**config.mk**
```make
export PLATFORM = sky130hd
export DESIGN_NAME = rgb_led_chain_serializer_top_flat
export DESIGN_NICKNAME = d
export VERILOG_FILES = /design/src/rgbled_pkg.sv /design/src/rgbled_if.sv /design/src/rgb_led_chain_serializer_top.sv /design/src/rgbled_ram.sv /design/src/flat_wrapper.sv
export SDC_FILE = /design/constraint.sdc
export NUM_CORES = 1
export LEC_CHECK = 0
export BUFFER_PORTS_ARGS = -buffer_cell sky130_fd_sc_hd__buf_2
export CAP_MARGIN = 20
export CELL_PAD_IN_SITES_DETAIL_PLACEMENT = 0
export CELL_PAD_IN_SITES_GLOBAL_PLACEMENT = 1
export CORE_MARGIN = 1.5
export CORE_UTILIZATION = 45
export DETAILED_ROUTE_END_ITERATION = 10
export GPL_TIMING_DRIVEN = 0
export MAX_ROUTING_LAYER = met4
export PLACE_DENSITY = 0.8
export SLEW_MARGIN = 20
export SYNTH_ARGS = -nofsm -noshare
export SYNTH_HDL_FRONTEND = slang
export SYNTH_SLANG_ARGS = --single-unit
```
**constraint.sdc**
```tcl
create_clock -name clk_i -period 8.4 [get_ports clk_i]
set_clock_uncertainty 0.05 [all_clocks]
set_input_delay 2.1 -clock clk_i [delete_from_list [all_inputs] [get_ports clk_i]]
set_output_delay 2.1 -clock clk_i [all_outputs]
set_load 0.01 [all_outputs]
```
**src/rgbled_pkg.sv**
```systemverilog
// shared types and constants of the rgb led chain serializer
// no dependencies
package rgbled_pkg;

  typedef enum logic [1:0] {
    OP_SET   = 2'd0,
    OP_CLEAR = 2'd1,
    OP_SHOW  = 2'd2,
    OP_TICK  = 2'd3
  } op_e;

  typedef enum logic [1:0] {
    PH_IDLE = 2'd0,
    PH_HIGH = 2'd1,
    PH_LOW  = 2'd2,
    PH_GAP  = 2'd3
  } phase_e;

  typedef enum logic {
    CS_ACCEPT = 1'b0,
    CS_EXEC   = 1'b1
  } ctl_state_e;

  typedef enum logic [1:0] {
    CFG_SHORT_TICKS = 2'd0,
    CFG_LONG_TICKS  = 2'd1,
    CFG_GAP_TICKS   = 2'd2
  } cfg_idx_e;

  localparam int unsigned PIXEL_W   = 24;
  localparam int unsigned CFG_W     = 16;
  localparam int unsigned CFG_IDX_W = 2;
  localparam int unsigned BIT_PTR_W = 5;
  localparam int unsigned TICK_W    = 16;

  localparam logic [7:0]         RESET_SHORT = 8'd4;
  localparam logic [7:0]         RESET_LONG  = 8'd12;
  localparam logic [TICK_W-1:0]  RESET_GAP   = 16'd30000;
  localparam logic [PIXEL_W-1:0] RESET_PIXEL = 24'h200000;
  localparam logic [BIT_PTR_W-1:0] LAST_BIT  = 5'd23;

  typedef struct packed {
    op_e        operation;
    logic [7:0] pixel_index;
    logic [7:0] red;
    logic [7:0] green;
    logic [7:0] blue;
  } item_t;

  typedef struct packed {
    logic line_level;
    logic sending;
    logic frame_done;
    logic accepted;
  } result_t;

endpackage

```
**src/rgbled_if.sv**
```systemverilog
// valid/ready channels of the rgb led chain serializer
// no dependencies
interface rgbled_in_if;
  logic       valid;
  logic       ready;
  logic [1:0] operation;
  logic [7:0] pixel_index;
  logic [7:0] red;
  logic [7:0] green;
  logic [7:0] blue;

  modport source (output valid, operation, pixel_index, red, green, blue, input ready);
  modport sink (input valid, operation, pixel_index, red, green, blue, output ready);
endinterface

interface rgbled_out_if;
  logic valid;
  logic ready;
  logic line_level;
  logic sending;
  logic frame_done;
  logic accepted;

  modport source (output valid, line_level, sending, frame_done, accepted, input ready);
  modport sink (input valid, line_level, sending, frame_done, accepted, output ready);
endinterface

```
**src/rgb_led_chain_serializer_top.sv**
```systemverilog
// rgb led chain serializer: pixel ram, command sequencer and one-wire line timing
// depends on rgbled_pkg, rgbled_if and rgbled_ram
// an accepted item is registered, executed in the exec state, and its result registered for output
// the block takes no new item while it executes the last one
// the output register lets the next item in as soon as the result is taken
// reset: control registers and entry valid bits clear at once, timing registers take defaults;
// an entry never written reads as green 0x20, or zero after a clear; no clearing pass
module rgb_led_chain_serializer_top #(
  parameter int unsigned PIXELS = 8
) (
  input  logic                          clk_i,
  input  logic                          rst_ni,
  rgbled_in_if.sink                     in_i,
  rgbled_out_if.source                  out_o,
  input  logic                          cfg_we_i,
  input  logic [rgbled_pkg::CFG_IDX_W-1:0] cfg_index_i,
  input  logic [rgbled_pkg::CFG_W-1:0]  cfg_data_i
);
  import rgbled_pkg::*;

  localparam int unsigned PW = (PIXELS > 1) ? $clog2(PIXELS) : 1;
  localparam logic [PW-1:0] LAST_PIX = PW'(PIXELS - 1);
  localparam logic [8:0]    PIX_LIM  = 9'(PIXELS);

  ctl_state_e           state_q, state_d;
  item_t                item_q, item_d;
  phase_e               phase_q, phase_d;
  logic [PW-1:0]        pix_ptr_q, pix_ptr_d;
  logic [BIT_PTR_W-1:0] bit_ptr_q, bit_ptr_d;
  logic [TICK_W-1:0]    tick_q, tick_d;
  logic                 line_q, line_d;
  logic                 cleared_q, cleared_d;
  logic [PIXELS-1:0]    written_q, written_d;
  logic [7:0]           short_q, long_q;
  logic [TICK_W-1:0]    gap_q;
  logic                 out_valid_q, out_valid_d;
  result_t              res_q, res_d;

  logic                 in_ready;
  logic                 ram_we;
  logic [PIXEL_W-1:0]   ram_rdata;
  logic [PIXEL_W-1:0]   entry;
  logic [BIT_PTR_W-1:0] bit_sel;
  logic                 cur_bit;
  logic [TICK_W-1:0]    tick_inc;
  logic                 acc;
  logic                 done;

  rgbled_ram #(
    .WIDTH(PIXEL_W),
    .DEPTH(PIXELS)
  ) u_pix_ram (
    .clk_i  (clk_i),
    .we_i   (ram_we),
    .waddr_i(item_q.pixel_index[PW-1:0]),
    .wdata_i({item_q.green, item_q.red, item_q.blue}),
    .raddr_i(pix_ptr_q),
    .rdata_o(ram_rdata)
  );

  assign entry    = written_q[pix_ptr_q] ? ram_rdata : (cleared_q ? '0 : RESET_PIXEL);
  assign bit_sel  = LAST_BIT - bit_ptr_q;
  assign cur_bit  = entry[bit_sel];
  assign tick_inc = tick_q + 1'b1;

  always_comb begin
    state_d     = state_q;
    item_d      = item_q;
    phase_d     = phase_q;
    pix_ptr_d   = pix_ptr_q;
    bit_ptr_d   = bit_ptr_q;
    tick_d      = tick_q;
    line_d      = line_q;
    cleared_d   = cleared_q;
    written_d   = written_q;
    out_valid_d = out_valid_q && !out_o.ready;
    res_d       = res_q;
    in_ready    = 1'b0;
    ram_we      = 1'b0;
    acc         = 1'b1;
    done        = 1'b0;

    case (state_q)
      CS_ACCEPT: begin
        in_ready = !out_valid_q || out_o.ready;
        if (in_ready && in_i.valid) begin
          item_d.operation   = op_e'(in_i.operation);
          item_d.pixel_index = in_i.pixel_index;
          item_d.red         = in_i.red;
          item_d.green       = in_i.green;
          item_d.blue        = in_i.blue;
          state_d            = CS_EXEC;
        end
      end
      CS_EXEC: begin
        if (item_q.operation != OP_TICK) begin
          if (phase_q != PH_IDLE) begin
            acc = 1'b0;
          end else begin
            case (item_q.operation)
              OP_SET: begin
                if ({1'b0, item_q.pixel_index} < PIX_LIM) begin
                  ram_we = 1'b1;
                  written_d[item_q.pixel_index[PW-1:0]] = 1'b1;
                end
              end
              OP_CLEAR: begin
                written_d = '0;
                cleared_d = 1'b1;
              end
              OP_SHOW: begin
                phase_d   = PH_HIGH;
                pix_ptr_d = '0;
                bit_ptr_d = '0;
                tick_d    = '0;
                line_d    = 1'b0;
              end
              default: begin
              end
            endcase
          end
        end else begin
          case (phase_q)
            PH_HIGH: begin
              line_d = 1'b1;
              tick_d = tick_inc;
              if (tick_inc >= {8'd0, (cur_bit ? long_q : short_q)}) begin
                tick_d  = '0;
                phase_d = PH_LOW;
              end
            end
            PH_LOW: begin
              line_d = 1'b0;
              tick_d = tick_inc;
              if (tick_inc >= {8'd0, (cur_bit ? short_q : long_q)}) begin
                tick_d = '0;
                if (bit_ptr_q < LAST_BIT) begin
                  bit_ptr_d = bit_ptr_q + 1'b1;
                  phase_d   = PH_HIGH;
                end else if (pix_ptr_q != LAST_PIX) begin
                  bit_ptr_d = '0;
                  pix_ptr_d = pix_ptr_q + 1'b1;
                  phase_d   = PH_HIGH;
                end else begin
                  phase_d = PH_GAP;
                end
              end
            end
            PH_GAP: begin
              line_d = 1'b0;
              tick_d = tick_inc;
              if (tick_inc >= gap_q) begin
                tick_d    = '0;
                pix_ptr_d = '0;
                bit_ptr_d = '0;
                phase_d   = PH_IDLE;
                done      = 1'b1;
              end
            end
            default: begin
              line_d = 1'b0;
            end
          endcase
        end
        res_d.line_level = line_d;
        res_d.sending    = (phase_d != PH_IDLE);
        res_d.frame_done = done;
        res_d.accepted   = acc;
        out_valid_d      = 1'b1;
        state_d          = CS_ACCEPT;
      end
      default: begin
        state_d = CS_ACCEPT;
      end
    endcase
  end

  always_ff @(posedge clk_i or negedge rst_ni) begin
    if (!rst_ni) begin
      state_q     <= CS_ACCEPT;
      phase_q     <= PH_IDLE;
      pix_ptr_q   <= '0;
      bit_ptr_q   <= '0;
      tick_q      <= '0;
      line_q      <= 1'b0;
      cleared_q   <= 1'b0;
      written_q   <= '0;
      out_valid_q <= 1'b0;
    end else begin
      state_q     <= state_d;
      phase_q     <= phase_d;
      pix_ptr_q   <= pix_ptr_d;
      bit_ptr_q   <= bit_ptr_d;
      tick_q      <= tick_d;
      line_q      <= line_d;
      cleared_q   <= cleared_d;
      written_q   <= written_d;
      out_valid_q <= out_valid_d;
    end
  end

  always_ff @(posedge clk_i) begin
    item_q <= item_d;
    res_q  <= res_d;
  end

  always_ff @(posedge clk_i or negedge rst_ni) begin
    if (!rst_ni) begin
      short_q <= RESET_SHORT;
      long_q  <= RESET_LONG;
      gap_q   <= RESET_GAP;
    end else if (cfg_we_i) begin
      case (cfg_idx_e'(cfg_index_i))
        CFG_SHORT_TICKS: short_q <= cfg_data_i[7:0];
        CFG_LONG_TICKS:  long_q  <= cfg_data_i[7:0];
        CFG_GAP_TICKS:   gap_q   <= cfg_data_i;
        default: begin
        end
      endcase
    end
  end

  assign in_i.ready       = in_ready;
  assign out_o.valid      = out_valid_q;
  assign out_o.line_level = res_q.line_level;
  assign out_o.sending    = res_q.sending;
  assign out_o.frame_done = res_q.frame_done;
  assign out_o.accepted   = res_q.accepted;

endmodule

```
**src/rgbled_ram.sv**
```systemverilog
// generic single-write, single-read ram with registered read data
// no dependencies
module rgbled_ram #(
  parameter int unsigned WIDTH = 24,
  parameter int unsigned DEPTH = 8,
  localparam int unsigned AW = (DEPTH > 1) ? $clog2(DEPTH) : 1
) (
  input  logic             clk_i,
  input  logic             we_i,
  input  logic [AW-1:0]    waddr_i,
  input  logic [WIDTH-1:0] wdata_i,
  input  logic [AW-1:0]    raddr_i,
  output logic [WIDTH-1:0] rdata_o
);

  logic [WIDTH-1:0] mem_q [DEPTH];
  logic [WIDTH-1:0] rdata_q;

  always_ff @(posedge clk_i) begin
    if (we_i) begin
      mem_q[waddr_i] <= wdata_i;
    end
    rdata_q <= mem_q[raddr_i];
  end

  assign rdata_o = rdata_q;

endmodule

```
**src/flat_wrapper.sv**
```systemverilog
// flat-port wrapper written by rule: the top's interface ports become plain ports
module rgb_led_chain_serializer_top_flat import rgbled_pkg::*;
#(
  parameter int unsigned PIXELS = 8
)
  (clk_i, rst_ni, cfg_we_i, cfg_index_i, cfg_data_i, in_i_valid, in_i_operation, in_i_pixel_index, in_i_red, in_i_green, in_i_blue, in_i_ready, out_o_valid, out_o_line_level, out_o_sending, out_o_frame_done, out_o_accepted, out_o_ready);
  rgbled_in_if in_i_i ();
  rgbled_out_if out_o_i ();
  input  logic clk_i;
  input  logic rst_ni;
  input  logic cfg_we_i;
  input  logic [rgbled_pkg::CFG_IDX_W-1:0] cfg_index_i;
  input  logic [rgbled_pkg::CFG_W-1:0] cfg_data_i;
  input wire logic [$bits(in_i_i.valid)-1:0] in_i_valid;
  input wire logic [$bits(in_i_i.operation)-1:0] in_i_operation;
  input wire logic [$bits(in_i_i.pixel_index)-1:0] in_i_pixel_index;
  input wire logic [$bits(in_i_i.red)-1:0] in_i_red;
  input wire logic [$bits(in_i_i.green)-1:0] in_i_green;
  input wire logic [$bits(in_i_i.blue)-1:0] in_i_blue;
  output wire logic [$bits(in_i_i.ready)-1:0] in_i_ready;
  output wire logic [$bits(out_o_i.valid)-1:0] out_o_valid;
  output wire logic [$bits(out_o_i.line_level)-1:0] out_o_line_level;
  output wire logic [$bits(out_o_i.sending)-1:0] out_o_sending;
  output wire logic [$bits(out_o_i.frame_done)-1:0] out_o_frame_done;
  output wire logic [$bits(out_o_i.accepted)-1:0] out_o_accepted;
  input wire logic [$bits(out_o_i.ready)-1:0] out_o_ready;
  assign in_i_i.valid = in_i_valid;
  assign in_i_i.operation = in_i_operation;
  assign in_i_i.pixel_index = in_i_pixel_index;
  assign in_i_i.red = in_i_red;
  assign in_i_i.green = in_i_green;
  assign in_i_i.blue = in_i_blue;
  assign in_i_ready = in_i_i.ready;
  assign out_o_valid = out_o_i.valid;
  assign out_o_line_level = out_o_i.line_level;
  assign out_o_sending = out_o_i.sending;
  assign out_o_frame_done = out_o_i.frame_done;
  assign out_o_accepted = out_o_i.accepted;
  assign out_o_i.ready = out_o_ready;
  rgb_led_chain_serializer_top #(.PIXELS(PIXELS)) u_core (.clk_i(clk_i), .rst_ni(rst_ni), .in_i(in_i_i), .out_o(out_o_i), .cfg_we_i(cfg_we_i), .cfg_index_i(cfg_index_i), .cfg_data_i(cfg_data_i));
endmodule
```
==> out/metrics.yaml <==
yosysTopAreaCellShare_pct: 50.9
postLayoutCoreUtil_pct: 53.6
p_int_mw: 2.86
synth_area_leaders: "edfxtp_1 51%, dfrtp_1 11%, mux4_2 9.1%"
ys.flop_type: "edfxtp_1"
status: "completed"
cts_resized: 0
path_delay_family: "compound AO/OA/AOI/OAI gates"
hp-class: "reg2reg"
grt_setup_unrepaired: "no"
cp-start-kind: "flip-flop"
synth.net_count: 927
drv_slew: 0
worstSkewPairLatency_ns: 0.52
cts_setup_buffers: 0
clock-root-buffer: "clkbuf_16"
ioPinCount: 63
critPathCaptureType: "flip-flop"
grt_usage_pct: 18.1
clk_pin_slew_ns: 0.06
power_mw: 3.71
synth-edff-count: 230
p_clk_share_pct: 41.6
htree_levels: 2
synthToLayoutAreaGrowth_pct: 17.0
relSlewSlack_pct: 30.4
ys_types: 61
grt_max_degree: 44
antenna_found_initial: 0
core_sq_mm: 0.0296
synth_compound_area_share_pct: 4.29
cpPeakStageDelay_ns: 0.72
crit_fanout: 10
antenna_left: 0
p_sw_share_pct: 22.9
numCtsBuffers: 35
rows: 63
cts_tree: "yes"
finalCritPeriodShare_pct: 65.3
whs_ns: 0.415
drtPass1Iterations: 5
synthXorXnorAreaFrac_pct: 0.581
placed_cell_area_sq_mm: 0.0147
die-area_sq_mm: 0.0312
postRouteWirelength_um: 26200
finish.instance_area_sq_mm: 0.0159
synth_top_family_by_area: "multiplexers"
synth-seq-cells: 324
power.leakage_nw: 5.88
period_minus_slack_ns: 5.48
yosysSeqAreaShare_pct: 67.4
worstMarginPinSlew_ns: 1.04
critical_path_arrival_ns: 5.87
ys_async_sr_fraction_pct: 21.6
peakVddDrop_mv: 0.173
setup_viol_count_final: 0
pwr-share-seq_pct: 49.9
crit_buf_inv: 3
synth_warnings: 0
setup_tns_ns: 0
crit_type: "reg2reg"
hold_viol: 0
clk_path_buf_depth: 3
drcViolationCount: 0
crit_chain: "clkbuf_1, mux4_2, mux2_2, nor2_1, a21oi_1, nor2_1, a31oi_1, o41ai_4, buf_6, mux2i_1, ha_1, a21oi_1, o21ai_0, a2111oi_0, and4_1, o31ai_1, buf_2, o21bai_1, nand2_1"
syn-mean-instance-area_sq_um: 16.3
combPwrFrac_pct: 8.5
antennaDiodeCount: 0
hpwl_um: 17900
yosys.area_share.adder_pct: 3.50
synthMuxAreaShare_pct: 15.4
clock_sinks: 324
final_cell_mix: "230 x edfxtp_1, 62 x buf_2, 60 x dfrtp_1"
maxCapViolations: 0
die_h_um: 177
power.switching_mw: 0.849
grt-ovfl-total: 0
synth_top_area_cell: "edfxtp_1"
drive_gt1_share_pct: 29.0
gp_congestion: 0.794
post_drt_via_cell_ratio: 5.43
die_x_um: 177
fin_nets: 1046
crit_required_ns: 8.79
post_drt_wl_per_cell_um: 19.1
grt_pass1_wl_um: 41800
drt_iter0_markers: 485
vias: 7422
holdBufCountCts: 0
final_common_cell: "edfxtp_1"
grt_pass1_vias: 7507
fmax_mhz: 182
slowest_stage: "o41ai_4"
p_per_area_mw_per_mm2: 234
syn_inst: 832
yosys.area_share.simple_pct: 6.99
io_buffers: 62
initial_core_util_pct: 45.8
synth_area_sq_mm: 0.0136
[path summary, 6_finish.rpt]
check	start	to	slack, ns	depth (start not counted)
max	u_core.pix_ptr_q[0]	u_core.tick_q[3]	2.92	19
min	u_core.cleared_q	u_core.cleared_q	0.42	1
max reg2reg	u_core.pix_ptr_q[0]	u_core.tick_q[3]	2.92	19
min reg2reg	u_core.cleared_q	u_core.cleared_q	0.42	1
max in group asynchronous	rst_ni	u_core.long_q[2]	6.20	2
min in group asynchronous	rst_ni	u_core.tick_q[9]	1.46	1
[layer usage]
metal	vias to the layer above	routed length, um	global-route usage, %
met5	-	0	-
met4	0	437	4.73
met3	39	1390	3.03
met2	181	13300	30.3
met1	3741	11100	23.1
li1	3461	-	-
[layout make-up]
type	instances	area [sq um]
Buffer	35	151
Clock buffer	49	948
Clock inverter	15	226
Fill cell	2414	13800
Inverter	26	97.6
Multi-Input combinational cell	447	4230
Sequential cell	324	9150
Tap cell	390	488
Timing Repair Buffer	82	591
[stage by stage]
stage	instances	setup WS (ns)
detailed placement	1304	2.80
finish	1368	2.92
CTS	1368	2.80
global route	1368	2.46
global placement	1284	2.08
floorplan	832	3.85
[cells in the mapped netlist (16+ instances only)]
cell      count
edfxtp_1    230
dfxtp_1      24
clkbuf_1     24
nand2_1      51
mux2_2       59
mux4_2       55
dfrtp_1      60
a21oi_1      24
nor2_1       36
nand3_1      16
ha_1         38
mux2i_1      16
inv_1        26
[flip-flops by register name, indices dropped and copies added, names as in the netlist, 2 cells and up]
signal	flops
u_core.phase_q	2
u_core.bit_ptr_q	5
u_core.u_pix_ram.rdata_o	24
u_core.short_q	8
u_core.pix_ptr_q	3
u_core.written_q	8
u_core.tick_q	16
u_core.long_q	8
u_core.u_pix_ram.mem_q	192
u_core.item_q	34
u_core.gap_q	16
[power groups by stage]
| stage | Clock, mW | Sequential [mW] | Combinational [mW] |
|---|---|---|---|
| final | 1.55 | 1.85 | 0.315 |
| after global routing | 1.65 | 1.86 | 0.360 |
| after CTS | 1.58 | 1.85 | 0.322 |
| after detailed placement | 0 | 1.88 | 0.319 |
| after global placement | 0 | 1.88 | 0.308 |
| after floorplan | 0 | 1.87 | 0.228 |
[kinds of logic (layout without fill, tap and decap cells)]
kind of cell    after synthesis  count (layout)
flops                       324             324
simple gates                183             183
mux                         132             132
compound gates               85              85
buf+inv                      61             207
fa+ha+maj                    38              38
xor+xnor                      9               9
No activity file was read; power rests on OpenSTA's default activity.
